==> config.mk <==
export PLATFORM = sky130hd
export DESIGN_NAME = scbh_ram
export DESIGN_NICKNAME = d
export VERILOG_FILES = /design/src/design/scbh_ram.sv
export SDC_FILE = /design/constraint.sdc
export NUM_CORES = 2
export LEC_CHECK = 0
export ABC_AREA = 0
export BUFFER_PORTS_ARGS = -buffer_cell sky130_fd_sc_hd__buf_2
export CORE_ASPECT_RATIO = 1.5
export CORE_MARGIN = 8
export CORE_UTILIZATION = 35
export DETAILED_ROUTE_END_ITERATION = 8
export MAX_ROUTING_LAYER = met4
export SETUP_SLACK_MARGIN = 0.02
export SYNTH_ARGS = -nofsm -noshare
export SYNTH_HDL_FRONTEND = slang
export SYNTH_SLANG_ARGS = --single-unit
==> constraint.sdc <==
create_clock -name clk -period 2 [get_ports clk]
set_input_delay 0.2 -clock clk [delete_from_list [all_inputs] [get_ports clk]]
set_output_delay 0.2 -clock clk [all_outputs]
set_load 0.005 [all_outputs]
==> src/design/scbh_ram.sv <==
// ----------------------------------------------------------------------------
// scbh_ram
// Simple dual-port synchronous RAM, one write and one registered read port.
// ----------------------------------------------------------------------------
module scbh_ram #(
    parameter int WIDTH = 8,
    parameter int DEPTH = 256,
    parameter int AW    = 8
) (
    input  logic             clk,
    input  logic             we,
    input  logic [AW-1:0]    waddr,
    input  logic [WIDTH-1:0] wdata,
    input  logic [AW-1:0]    raddr,
    output logic [WIDTH-1:0] rdata
);

    logic [WIDTH-1:0] mem [DEPTH];

    always_ff @(posedge clk)
    begin
        if (we)
        begin
            mem[waddr] <= wdata;
        end
    end

    always_ff @(posedge clk)
    begin
        rdata <= mem[raddr];
    end

endmodule

# ---- Word-level counts from Yosys, hierarchy flattened
# Memories as Yosys holds them, arrays and structs flattened. A register that Yosys moved wholly into a read port is not among the register bits.
# Index checks and enable logic that the tools add are counted.
dict set report op_classes {
  mux 2
}
# operator n
set op_table {}
lappend op_table {{$mux W1} 2}
dict set report word_totals {
  reg_bits 0
  mem_bits_rw 2048
  in_bits 26
  out_inout_bits 8
  elab_cells 3
  n_memories 1
}
# memory words width rd rd_ports_with_merged_regs wr line
set mem_list {}
lappend mem_list {mem 256 8 1 1 1 18} ;# logic [WIDTH-1:0] mem [DEPTH];

# ---- Depth between registers and ports, before layout
dict set report depth {
  ltp_word 2
  ltp_mapped 11
  mapped_depth_nobuf 6
}

# ---- Worst setup path before layout
# Ideal clock, no wire load.
dict set report synth_timing {
  path_type {input port to flip-flop}
  startpoint {in raddr[0]}
  endpoint {reg rdata[2] (read register of mem)}
  arrival_time_ns 2.007
  required_time_ns 1.869
  path_slack_ns -0.138
  path_stages 9
  path_cell_list {buf_6 -> buf_12 -> buf_8 -> buf_2 -> mux4_2 -> a22oi_1 -> a21oi_1 -> nor4_1 -> nor4_2}
}
# item line
set synth_lines {}
lappend synth_lines {{start: declaration} 14} ;# input logic [AW-1:0] raddr,
lappend synth_lines {{end: declaration} 15} ;# output logic [WIDTH-1:0] rdata

==> impl_metrics.toml <==
[global_route]
grt.met3_usage_pct = 2.384
antenna_found_initial = 14
met2_usage_pct = 32.40
grt-ovfl-total = 0
grtUsageMet1_pct = 19.32
grt_pass1_wl_um = 306600
grt_pass1_vias = 42620
grt_usage_pct = 17.76
grt_max_degree = 93
busiest_layer = "met2"

[critical_path]
cp_slowest_stage_delay_ps = 480
worstSetupEndpointType = "flop"
critPathBufInv = 1
crit_type = "flop to flop"
cp_top_family = "multiplexers"
timing.critical_path.cells = "mux4_2 > mux4_2 > nor2b_4 > nor4_4 > buf_4 > nor4_2"
critPathSlowestCell = "mux4_2"
path_common_cell = "mux4_2"
cp_max_fo = 1
critPathRequiredTime_ps = 2730
cp-start-kind = "flop"
cp.arrival_ps = 2970

[placement]
gp_congestion = 0.8995
numPortBuffers = 33
pre_cts_slack_ps = -1612
dp_hpwl_um = 146500

[drt]
drtIter0Drc = 3885
route.detailed.drc = 0
routed-via-count = 40760
wire_per_inst_um = 27.90
vias_per_cell = 5.300
drtAntennaViolNets = 0
dr.pass1.iters = 5
wl_um = 214600

[synth]
synth_edf_count = 2048
synth_nets = 3759
ys_types = 55
ys_seq_area_share_pct = 77.50
syn_inst = 3733
synth_area_leaders = "edfxtp_1 77%, mux4_2 13%, mux2i_1 1.7%, nor2_1 1.3%, a22oi_1 1.3%"
synth.cell_area_um2 = 79560
avgSynthCellArea_um2 = 21.31
synth-seq-cells = 2056
yosys.area.top_type = "edfxtp_1"
ys.warnings.count = 0
synthArstFlopShare_pct = 0
synth_flop_cell = "edfxtp_1"
post-synth-top-area-fraction_pct = 77.30

[floorplan]
die_w_um = 405.3
die_h_um = 599.9
rows = 214
die_area_um2 = 243100
coreArea_um2 = 226300
num_io_pins = 34
start_util_pct = 35.16

[final_layout]
final_cell_mix = "2048 x edfxtp_1, 700 x buf_4, 455 x mux4_2"
multi_input_area_um2 = 17060
syn_to_final_growth_pct = 20.56
drive_gt1_share_pct = 34.95
final_common_cell = "edfxtp_1"
fill_cells = 19450
seqCellArea_um2 = 61660
nets = 4554

[timing]
tns_ps = -1197
whs_ps = 64.54
finClkSkew_ps = 64.30
final.setup.worst_slack_ps = -238.4
tightest_slew_ps = 914.9
fmax_ghz = 0.4467
fin_crit_ps = 2238
post-route-period-util_pct = 111.9
drv_slew = 0
hold_viol_final = 0
setup_violations = 8
rsz0062_at_grt = "true"
relSlewSlack_pct = 38.78

[run_status]
outcome = "finished, violations left"
violations = "setup timing"

[flow_run]
cap_violations = 0

[cts]
clk_latency_ps = 840
cts.clk_slew.worst_paths_ps = 70
cts_root_buffer = "clkbuf_16"
htreeDepth = 4
cts_made_buffers = 181
cts_tree = "yes"
cts.sinks = 2056
cts_setup_buffers = 0
ctsLongestPathBuffers = 4

[power_and_ir_drop]
vdd_drop_max_mv = 0.6284
power.density_nw_per_um2 = 910.9
p_leak_nw = 30.88
power.total_mw = 87.36

[worst_hold_path]
hp-class = "primary input to flop"
## per-layer routing
| metal | vias up | part of all wire [%] |
|---|---|---|
| met3 | 415 | 5.1 |
| li1 | 17250 | - |
| met5 | - | 0 |
| met2 | 1266 | 55 |
| met1 | 21830 | 35 |
| met4 | 0 | 4.9 |
## report_power, final
group,switching [mW],internal [mW],total (mW)
Clock,15.3,19.1,34.4
Sequential,0.0766,47.5,47.5
Combinational,3.17,2.27,5.44
Total,18.5,68.9,87.4
## Yosys cell counts (16+ instances only)
master	number
nand2_1	33
buf_1	22
nor3_1	22
buf_6	21
mux4_2	454
buf_4	27
a22oi_1	133
edfxtp_1	2048
nor4_1	24
a211oi_1	16
a21oi_1	96
buf_2	31
o22ai_1	28
nor2_1	282
mux2i_1	134
nand3_1	34
clkbuf_1	111
nor2b_1	31
o221ai_1	46
## kinds of logic (layout without fill, tap and decap cells)
kind of cell,Yosys count,in the layout,synth area share [%]
compound gates,385,385,3.419
buf+inv,235,1160,1.831
flops,2056,2056,77.50
mux,591,591,14.62
other cells,0,10,0
simple gates,466,466,2.628
## tightest hold or removal path, cell delays in order
cell	delay [ps]
buf_2	150
nand3_1	150
nor2_1	60
buf_4	170
## worst paths after layout
| check | end | startpoint | cells after the start | slack [ps] |
|---|---|---|---|---|
| worst max register to register | rdata[1] | mem[70][1] | 6 | -240 |
| worst max-delay path | rdata[1] | mem[70][1] | 6 | -240 |
| worst min-delay path | mem[167][1] | waddr[0] | 4 | 60 |
| worst min register to register | rdata[4] | mem[48][4] | 6 | 1120 |
## final cells by class
class | instances | area share [%]
multi-input cells | 1442 | 17.79
diodes | 10 | 0.02609
clock inverters | 95 | 0.9275
repair buffers | 845 | 8.039
inverters | 2 | 0.007827
clock buffers | 218 | 4.976
well taps | 3024 | 3.945
flip-flops and latches | 2056 | 64.29
## repair_timing
item                       CTS  global route
pin swaps                   22            16
resized for setup           59            34
hold buffers                 8             0
hold endpoints to repair   507             0
setup endpoints to repair    8             8
cloned                       1             0
## flip-flops by register name (all words and copies together), names as in the netlist
register	flops
rdata	8
mem	2048
## per-stage QoR
step | utilization [%] | cell area (um2) | std cells
2_1_floorplan | - | 79870 | 3733
3_3_place_gp | 39.61 | 89610 | 7366
3_5_place_dp | 39.62 | 89640 | 7368
4_1_cts | 42.30 | 95700 | 7684
5_1_grt | 42.39 | 95900 | 7688
6_report | 42.39 | 95910 | 7692
(Power assumes the default switching activity.)
